==> src/rtl/core/emdc_pkg.sv <==
// Package for the encoder motor drive calibrator: words, codes and duty arithmetic.
package emdc_pkg;

    localparam logic [15:0] PERIOD_TOP_RESET = 16'd3999;
    localparam logic [6:0]  TEST_DUTY_RESET  = 7'd15;
    localparam logic [14:0] THRESHOLD_RESET  = 15'd10;
    localparam logic [6:0]  DUTY_MAX         = 7'd100;
    // ceil(2^30 / 100): floor(x / 100) == (x * RECIP_100) >> 30 for x < 2^23
    localparam logic [23:0] RECIP_100        = 24'd10737419;

    localparam logic [2:0] MODE_TICK      = 3'd0;
    localparam logic [2:0] MODE_SET_DUTY  = 3'd1;
    localparam logic [2:0] MODE_CALIBRATE = 3'd2;
    localparam logic [2:0] MODE_RETURN    = 3'd3;
    localparam logic [2:0] MODE_RESET_CNT = 3'd4;
    localparam logic [2:0] MODE_FORWARD   = 3'd5;
    localparam logic [2:0] MODE_BACKWARD  = 3'd6;

    localparam logic [1:0] REG_PERIOD_TOP = 2'd0;
    localparam logic [1:0] REG_TEST_DUTY  = 2'd1;
    localparam logic [1:0] REG_THRESHOLD  = 2'd2;

    typedef enum logic [1:0] {
        PH_IDLE = 2'd0,
        PH_CAL  = 2'd1,
        PH_RET  = 2'd2
    } phase_t;

    typedef struct packed {
        logic [2:0] mode;
        logic       enc_a;
        logic       enc_b;
        logic [9:0] duty_percent;
    } in_word_t;

    typedef struct packed {
        logic signed [31:0] position;
        logic [15:0]        missed_steps;
        logic               dir_pin;
        logic               drive_on;
        logic [15:0]        compare_value;
        logic               busy_res;
    } out_word_t;

    // Front stage A: duty product taken at accept
    typedef struct packed {
        logic [2:0]  mode;
        logic        enc_a;
        logic        enc_b;
        logic        duty_on;
        logic [22:0] prod;
    } prod_word_t;

    // Front stage B: compare level ready for the sequencer
    typedef struct packed {
        logic [2:0]  mode;
        logic        enc_a;
        logic        enc_b;
        logic        duty_on;
        logic [15:0] cmp;
    } dec_word_t;

    // Configuration view seen by the sequencer
    typedef struct packed {
        logic        test_on;
        logic [15:0] test_cmp;
        logic [14:0] threshold;
    } cfg_view_t;

    function automatic logic [6:0] duty_clamp(input logic [9:0] duty);
        logic [6:0] res;
        if (duty > {3'b000, DUTY_MAX}) begin
            res = DUTY_MAX;
        end else begin
            res = duty[6:0];
        end
        return res;
    endfunction

    function automatic logic [22:0] duty_prod(input logic [15:0] top, input logic [6:0] duty);
        logic [23:0] p;
        p = ({7'd0, {1'b0, top} + 17'd1}) * {17'd0, duty};
        return p[22:0];
    endfunction

    function automatic logic [15:0] duty_cmp(input logic [22:0] prod);
        logic [46:0] m;
        logic [16:0] q;
        logic [16:0] qm1;
        m   = {24'd0, prod} * {23'd0, RECIP_100};
        q   = m[46:30];
        qm1 = q - 17'd1;
        return (q == 17'd0) ? 16'd0 : qm1[15:0];
    endfunction

endpackage

==> src/rtl/core/emdc_cfg.sv <==
// Configuration registers and the precomputed test-duty compare level.
module emdc_cfg
    import emdc_pkg::*;
(
    input  logic        aclk,
    input  logic        aresetn,
    input  logic        cfg_valid,
    output logic        cfg_ready,
    input  logic [1:0]  cfg_index,
    input  logic [15:0] cfg_data,
    output logic [15:0] period_top,
    output cfg_view_t   cfg_view
);

    logic [15:0] period_top_reg;
    logic [6:0]  test_duty_reg;
    logic [14:0] threshold_reg;
    logic [22:0] test_prod_reg;
    logic [15:0] test_cmp_reg;

    assign cfg_ready = 1'b1;

    always_ff @(posedge aclk) begin
        if (!aresetn) begin
            period_top_reg <= PERIOD_TOP_RESET;
            test_duty_reg  <= TEST_DUTY_RESET;
            threshold_reg  <= THRESHOLD_RESET;
        end else if (cfg_valid && cfg_ready) begin
            unique case (cfg_index)
                REG_PERIOD_TOP: period_top_reg <= cfg_data;
                REG_TEST_DUTY:  test_duty_reg  <= cfg_data[6:0];
                REG_THRESHOLD:  threshold_reg  <= cfg_data[14:0];
                default: ;
            endcase
        end
    end

    // the test compare is refreshed after a write via test_prod_reg, then test_cmp_reg
    always_ff @(posedge aclk) begin
        if (!aresetn) begin
            test_prod_reg <= duty_prod(PERIOD_TOP_RESET, TEST_DUTY_RESET);
            test_cmp_reg  <= duty_cmp(duty_prod(PERIOD_TOP_RESET, TEST_DUTY_RESET));
        end else begin
            test_prod_reg <= duty_prod(period_top_reg,
                                       duty_clamp({3'b000, test_duty_reg}));
            test_cmp_reg  <= duty_cmp(test_prod_reg);
        end
    end

    assign period_top         = period_top_reg;
    assign cfg_view.test_on   = (test_duty_reg != 7'd0);
    assign cfg_view.test_cmp  = test_cmp_reg;
    assign cfg_view.threshold = threshold_reg;

endmodule

==> src/rtl/core/emdc_front.sv <==
// Input stages: duty product at accept, then divide by 100 into a compare level.
module emdc_front
    import emdc_pkg::*;
(
    input  logic        aclk,
    input  logic        aresetn,
    input  logic        s_valid,
    output logic        s_ready,
    input  in_word_t    s_data,
    input  logic [15:0] period_top,
    output logic        dec_valid,
    input  logic        dec_ready,
    output dec_word_t   dec_data
);

    logic       a_valid_reg;
    prod_word_t a_reg;
    logic       b_valid_reg;
    dec_word_t  b_reg;
    logic       ready_a;
    logic       ready_b;

    assign ready_b = !b_valid_reg || dec_ready;
    assign ready_a = !a_valid_reg || ready_b;
    assign s_ready = ready_a;

    always_ff @(posedge aclk) begin
        if (!aresetn) begin
            a_valid_reg <= 1'b0;
            b_valid_reg <= 1'b0;
        end else begin
            if (ready_a) a_valid_reg <= s_valid;
            if (ready_b) b_valid_reg <= a_valid_reg;
        end
    end

    always_ff @(posedge aclk) begin
        if (ready_a && s_valid) begin
            a_reg.mode    <= s_data.mode;
            a_reg.enc_a   <= s_data.enc_a;
            a_reg.enc_b   <= s_data.enc_b;
            a_reg.duty_on <= (s_data.duty_percent != 10'd0);
            a_reg.prod    <= duty_prod(period_top, duty_clamp(s_data.duty_percent));
        end
        if (ready_b && a_valid_reg) begin
            b_reg.mode    <= a_reg.mode;
            b_reg.enc_a   <= a_reg.enc_a;
            b_reg.enc_b   <= a_reg.enc_b;
            b_reg.duty_on <= a_reg.duty_on;
            b_reg.cmp     <= duty_cmp(a_reg.prod);
        end
    end

    assign dec_valid = b_valid_reg;
    assign dec_data  = b_reg;

endmodule

==> src/rtl/core/emdc_core.sv <==
// Quadrature decode, command handling and calibration sequencer with result register.
module emdc_core
    import emdc_pkg::*;
(
    input  logic      aclk,
    input  logic      aresetn,
    input  logic      in_valid,
    output logic      in_ready,
    input  dec_word_t in_data,
    input  cfg_view_t cfg_view,
    output logic      m_valid,
    input  logic      m_ready,
    output out_word_t m_data
);

    logic        prev_a_reg, prev_a_next;
    logic        prev_b_reg, prev_b_next;
    logic [31:0] pos_count_reg, pos_count_next;
    logic [15:0] miss_count_reg, miss_count_next;
    logic        polarity_reg, polarity_next;
    logic        going_back_reg, going_back_next;
    logic        drive_reg, drive_next;
    logic [15:0] compare_reg, compare_next;
    phase_t      phase_reg, phase_next;
    logic        m_valid_reg;
    out_word_t   m_data_reg;
    out_word_t   m_data_next;

    logic        fire;
    logic        step_up;
    logic        step_down;
    logic [31:0] pos_dec;
    logic [31:0] pos_mag;
    logic        pos_neg;
    logic        pos_zero;
    logic        cal_done;
    logic        cal_step;
    logic        ret_step;

    assign in_ready = !m_valid_reg || m_ready;
    assign fire     = in_valid && in_ready;

    assign step_up   = (in_data.enc_a != prev_b_reg);
    assign step_down = (in_data.enc_b != prev_a_reg);

    always_comb begin
        pos_dec = pos_count_reg;
        if (step_up && !step_down) begin
            pos_dec = pos_count_reg + 32'd1;
        end else if (step_down && !step_up) begin
            pos_dec = pos_count_reg - 32'd1;
        end
    end

    assign pos_neg  = pos_dec[31];
    assign pos_zero = (pos_dec == 32'd0);
    assign pos_mag  = pos_neg ? (32'd0 - pos_dec) : pos_dec;
    assign cal_done = (pos_mag >= {17'd0, cfg_view.threshold});

    // next state
    always_comb begin
        prev_a_next     = in_data.enc_a;
        prev_b_next     = in_data.enc_b;
        pos_count_next  = pos_dec;
        miss_count_next = miss_count_reg;
        polarity_next   = polarity_reg;
        going_back_next = going_back_reg;
        drive_next      = drive_reg;
        compare_next    = compare_reg;
        phase_next      = phase_reg;
        cal_step        = 1'b0;
        ret_step        = 1'b0;

        if ((in_data.enc_a != prev_a_reg) && (in_data.enc_b != prev_b_reg)) begin
            miss_count_next = miss_count_reg + 16'd1;
        end

        unique case (phase_reg)
            PH_CAL: cal_step = 1'b1;
            PH_RET: ret_step = 1'b1;
            default: begin
                // idle, and the unused phase code: commands are taken
                phase_next = PH_IDLE;
                case (in_data.mode)
                    MODE_SET_DUTY: begin
                        drive_next   = in_data.duty_on;
                        compare_next = in_data.cmp;
                    end
                    MODE_CALIBRATE: begin
                        going_back_next = 1'b0;
                        drive_next      = cfg_view.test_on;
                        compare_next    = cfg_view.test_cmp;
                        phase_next      = PH_CAL;
                        cal_step        = 1'b1;
                    end
                    MODE_RETURN: begin
                        phase_next = PH_RET;
                        ret_step   = 1'b1;
                    end
                    MODE_RESET_CNT: pos_count_next  = 32'd0;
                    MODE_FORWARD:   going_back_next = 1'b0;
                    MODE_BACKWARD:  going_back_next = 1'b1;
                    default: ;
                endcase
            end
        endcase

        if (cal_step && cal_done) begin
            polarity_next = polarity_reg ^ pos_neg;
            phase_next    = PH_RET;
            ret_step      = 1'b1;
        end

        if (ret_step) begin
            if (pos_zero) begin
                going_back_next = 1'b0;
                drive_next      = 1'b0;
                compare_next    = 16'd0;
                phase_next      = PH_IDLE;
            end else begin
                going_back_next = !pos_neg;
                drive_next      = cfg_view.test_on;
                compare_next    = cfg_view.test_cmp;
            end
        end
    end

    // outputs
    always_comb begin
        m_data_next.position      = $signed(pos_count_next);
        m_data_next.missed_steps  = miss_count_next;
        m_data_next.dir_pin       = polarity_next ^ going_back_next;
        m_data_next.drive_on      = drive_next;
        m_data_next.compare_value = compare_next;
        m_data_next.busy_res      = (phase_next != PH_IDLE);
    end

    always_ff @(posedge aclk) begin
        if (!aresetn) begin
            prev_a_reg     <= 1'b0;
            prev_b_reg     <= 1'b0;
            pos_count_reg  <= 32'd0;
            miss_count_reg <= 16'd0;
            polarity_reg   <= 1'b0;
            going_back_reg <= 1'b0;
            drive_reg      <= 1'b0;
            compare_reg    <= 16'd0;
            phase_reg      <= PH_IDLE;
            m_valid_reg    <= 1'b0;
        end else begin
            if (fire) begin
                prev_a_reg     <= prev_a_next;
                prev_b_reg     <= prev_b_next;
                pos_count_reg  <= pos_count_next;
                miss_count_reg <= miss_count_next;
                polarity_reg   <= polarity_next;
                going_back_reg <= going_back_next;
                drive_reg      <= drive_next;
                compare_reg    <= compare_next;
                phase_reg      <= phase_next;
            end
            if (in_ready) m_valid_reg <= in_valid;
        end
    end

    always_ff @(posedge aclk) begin
        if (fire) m_data_reg <= m_data_next;
    end

    assign m_valid = m_valid_reg;
    assign m_data  = m_data_reg;

endmodule

==> src/rtl/core/encoder_motor_drive_calibrator_unit.sv <==
// Top level of the encoder motor drive calibrator.
// Usage:
//   s_valid/s_ready/s_data carry one input word per clock tick: command mode,
//   encoder levels A and B, and the requested duty percent.
//   m_valid/m_ready/m_data return one result word per input word: position,
//   missed steps, direction pin, drive enable, PWM compare level, busy flag.
//   cfg_valid/cfg_ready/cfg_index/cfg_data write period_top (0), test_duty (1)
//   and settle_threshold (2); cfg_ready is always high. Write only while idle.
// The path from input accept to result valid has three registered stages: one
//   forms the duty product, one divides it by 100 with a reciprocal multiply,
//   and the third decodes the encoder and steps the calibration sequencer into
//   the result register. Throughput is one word per cycle while the receiver does not stall.
// Reset (aresetn low, synchronous) restores the register defaults, clears the
//   counts, direction and sequencer state, and empties the pipeline.
// When the receiver stalls, the result word holds and the stages behind it
//   keep filling; s_ready drops once all three stages hold a word.
module encoder_motor_drive_calibrator_unit
    import emdc_pkg::*;
(
    input  logic        aclk,
    input  logic        aresetn,
    input  logic        s_valid,
    output logic        s_ready,
    input  in_word_t    s_data,
    output logic        m_valid,
    input  logic        m_ready,
    output out_word_t   m_data,
    input  logic        cfg_valid,
    output logic        cfg_ready,
    input  logic [1:0]  cfg_index,
    input  logic [15:0] cfg_data
);

    logic [15:0] period_top;
    cfg_view_t   cfg_view;
    logic        dec_valid;
    logic        dec_ready;
    dec_word_t   dec_data;

    emdc_cfg u_cfg (
        .aclk       (aclk),
        .aresetn    (aresetn),
        .cfg_valid  (cfg_valid),
        .cfg_ready  (cfg_ready),
        .cfg_index  (cfg_index),
        .cfg_data   (cfg_data),
        .period_top (period_top),
        .cfg_view   (cfg_view)
    );

    emdc_front u_front (
        .aclk       (aclk),
        .aresetn    (aresetn),
        .s_valid    (s_valid),
        .s_ready    (s_ready),
        .s_data     (s_data),
        .period_top (period_top),
        .dec_valid  (dec_valid),
        .dec_ready  (dec_ready),
        .dec_data   (dec_data)
    );

    emdc_core u_core (
        .aclk     (aclk),
        .aresetn  (aresetn),
        .in_valid (dec_valid),
        .in_ready (dec_ready),
        .in_data  (dec_data),
        .cfg_view (cfg_view),
        .m_valid  (m_valid),
        .m_ready  (m_ready),
        .m_data   (m_data)
    );

endmodule

==> config.mk <==
export PLATFORM = sky130hd
export DESIGN_NAME = encoder_motor_drive_calibrator_unit
export DESIGN_NICKNAME = d
export VERILOG_FILES = /design/src/rtl/core/emdc_pkg.sv /design/src/rtl/core/emdc_cfg.sv /design/src/rtl/core/emdc_front.sv /design/src/rtl/core/emdc_core.sv /design/src/rtl/core/encoder_motor_drive_calibrator_unit.sv
export SDC_FILE = /design/constraint.sdc
export NUM_CORES = 2
export LEC_CHECK = 0
export ABC_CLOCK_PERIOD_IN_PS = 21500
export BUFFER_PORTS_ARGS = -buffer_cell sky130_fd_sc_hd__buf_2
export CAP_MARGIN = 15
export CORE_AREA = 3 3 403 405
export CTS_BUF_LIST = sky130_fd_sc_hd__clkbuf_2
export DETAILED_ROUTE_END_ITERATION = 12
export DIE_AREA = 0 0 406 408
export SLEW_MARGIN = 20
export SYNTH_ARGS = -nofsm -noshare
export SYNTH_HDL_FRONTEND = slang
export SYNTH_HIERARCHICAL = 1
export SYNTH_SLANG_ARGS = --single-unit
==> constraint.sdc <==
create_clock -name aclk -period 21.5 [get_ports aclk]
set_input_delay 3.225 -clock aclk [delete_from_list [all_inputs] [get_ports aclk]]
set_output_delay 3.225 -clock aclk [all_outputs]
set_load 0.01 [all_outputs]
==> qor.csv <==
metric,value,unit
worstSetupStartpoint,s_data[7],
cp-start-kind,input port,
final_core_util,27.2,%
wl,106000,µm
drcViolationCount,0,
core,159000,µm²
maxCapViolCount,0,
fmax,0.115,GHz
yosys_warnings,6,
worstMarginPinSlew,1070,ps
required,22460,ps
status,"finished, final reports clean",
syn_area,39600,µm²
io_pins,108,
place_area,42400,µm²
synth_edf_count,118,
cts_hold_buf,0,
r2r_setup_slack,12850,ps
die_h,408,µm
drive_above_1_share,7.79,%
slew_headroom,27.9,%
cts_tree,yes,
track_usage,12.8,%
num_rows,146,
antenna_found_initial,4,
place_inst,6282,
clkLatencyLatePin,1240,ps
ant_nets,0,
layout_min_cycle_time,8700,ps
grt_pass1_wl,170000,µm
setup_viol,0,
drtPass1Iterations,6,
cp.arrival,9660,ps
dieArea,166000,µm²
hold_class,flip-flop to flip-flop,
slowest_delay,720,ps
viasPerCell,4.60,
path_cells,buf_2 > or3_1 > a31oi_1 > nand2b_1 > and2_1 > fa_1 > inv_1 > fa_1 > fa_1 > inv_1 > fa_1 > ha_1 > inv_1 > o21bai_1 > a21oi_1 > o21ai_0 > nand4_1 > a41oi_1 > a21oi_1 > o21ai_0 > o41ai_1 > xnor2_1,
port_buffers,106,
area.growth.synth_to_final,8.90,%
slew_violations,0,
wl_per_cell,16.5,µm
end_kind,flip-flop,
r2r-start,u_front/a_reg[14]$_DFFE_PP_,
ys_types,108,
cts.reportedPaths.clkPinSlew,130,ps
vias,29500,
cts_buffer_depth,3,
synthFlopType,dfxtp_1,
synth_seq_area_share,16.6,%
setup_tns,0,ps
post_cts_resized,0,
grt_max_degree,93,
cpMaxStageDelayCell,a31oi_1,
critPathMostFrequentCell,fa_1,
drtIter0Drc,1869,
fill_cells,16800,
instances_no_fill,6417,
synth-seq-cells,269,
hold_start,u_front/a_reg[27]$_DFFE_PP_,
synthArstFlopShare,0,%
cts_root_buf,clkbuf_2,
path_class,input port to flip-flop,
avgSynthCellArea,9.43,µm²
die_x,406,µm
gp_congestion,0.942,
syn_inst,4203,
post-route-period-util,40.5,%
place.detailed.hpwl,88600,µm
worst-path-max-fanout,17,
gr-total-overflow,0,
htreeDepth,3,
cts_buffers,72,
synth_nets,5366,
fin_skew,125,ps
start_util,25.0,%
cts_sinks,269,
final_hold_viol_count,0,
rsz0062_at_grt,false,
largest_reg_flops,67,
final_net_count,5447,
first_global_vias,30500,
post_cts_buffers,0,
design_area,43200,µm²
==> placed cells by master, fill, tap and decap left out, drive strengths merged, types with 22 or more instances in the layout <==
cell type	count
inv	773
ha	591
fa	534
nand2	418
nor2	155
dfxtp	151
a21oi	150
buf	126
xnor2	124
edfxtp	118
clkbuf	107
nand3	103
o21ai	103
nor3	86
xor2	81
nor2b	64
and3	55
and2	52
nand4	46
a21o	41
a21boi	33
mux2i	29
nor4	27
a22oi	24
nand2b	22
==> through the flow <==
stage	hold slack (ps)	setup WS (ps)
after floorplan	400	12900
after global placement	429	11810
after detailed placement	422	11600
after CTS	444	12870
after global routing	452	12300
final	447	12800
==> worst max-delay path: cells and delay by family <==
family | cells | cell delay [ps]
and+or+nand+nor | 4 | 1520
buffers and inverters | 4 | 250
AOI/OAI and AO/OA | 8 | 2250
xor gates and xnor gates | 1 | 130
adders and majority gates | 5 | 2280
==> layout make-up <==
type                    instances  area [µm²]  area share, %
clock inverters                20         148          0.342
flip-flops and latches        269        6570           15.2
clock buffers                 107         536           1.24
multi-input cells            3044       29700           68.9
inverters                     771        2900           6.71
diodes                          8        20.0         0.0464
well taps                    2072        2590           6.01
repair buffers                126         687           1.59
==> layer usage <==
metal	global-route usage (%)	up-vias	share of wire, %
li1	-	14100	-
met1	18.5	14600	48
met2	19.8	744	44
met3	2.22	136	5.4
met4	2.79	0	1.9
met5	0	-	0
==> kinds of logic (layout without fill, tap and decap cells) <==
logic type	count (synthesis)	in the layout	synth area share [%]
and+or+nand+nor	1128	1128	14.2
buffers and inverters	890	1024	8.55
xor gates and xnor gates	205	205	4.55
AOI/OAI and AO/OA	551	551	9.60
muxes	34	34	0.884
DFF	269	269	16.6
other	1	9	0.00946
adders and majority gates	1125	1125	45.6
==> cells in the mapped netlist (all sizes together), types with 13 or more instances <==
master / n / area, µm²
inv: 771 / 2890
ha: 591 / 7390
fa: 534 / 10700
nand2: 418 / 1580
nor2: 155 / 607
dfxtp: 151 / 3020
a21oi: 150 / 754
xnor2: 124 / 1090
edfxtp: 118 / 3540
nand3: 103 / 515
o21ai: 103 / 527
clkbuf: 100 / 375
nor3: 86 / 445
xor2: 81 / 717
nor2b: 64 / 400
and3: 55 / 347
and2: 52 / 328
nand4: 46 / 288
a21o: 41 / 310
a21boi: 33 / 248
mux2i: 29 / 290
nor4: 27 / 205
a22oi: 24 / 180
nand2b: 22 / 138
a211oi: 20 / 163
a22o: 20 / 175
or3: 20 / 125
buf: 19 / 119
o21bai: 19 / 154
o211ai: 18 / 145
o21ba: 18 / 180
or4: 16 / 123
a31oi: 14 / 87.6
or2: 14 / 87.6
o21a: 13 / 98.9
==> final timing paths <==
path,end,cells after the start
worst max-delay path,u_front/a_reg[22]$_DFFE_PP_,22
worst min-delay path,u_front/dec_data[20]$_DFFE_PP_,0
worst max register to register,u_front/dec_data[2]$_SDFFCE_PN0P_,25
worst min register to register,u_front/dec_data[20]$_DFFE_PP_,0
Power is left out: the tool's default activity adds up to more than one toggle a clock period on the data nets, which glitch-free logic cannot reach.
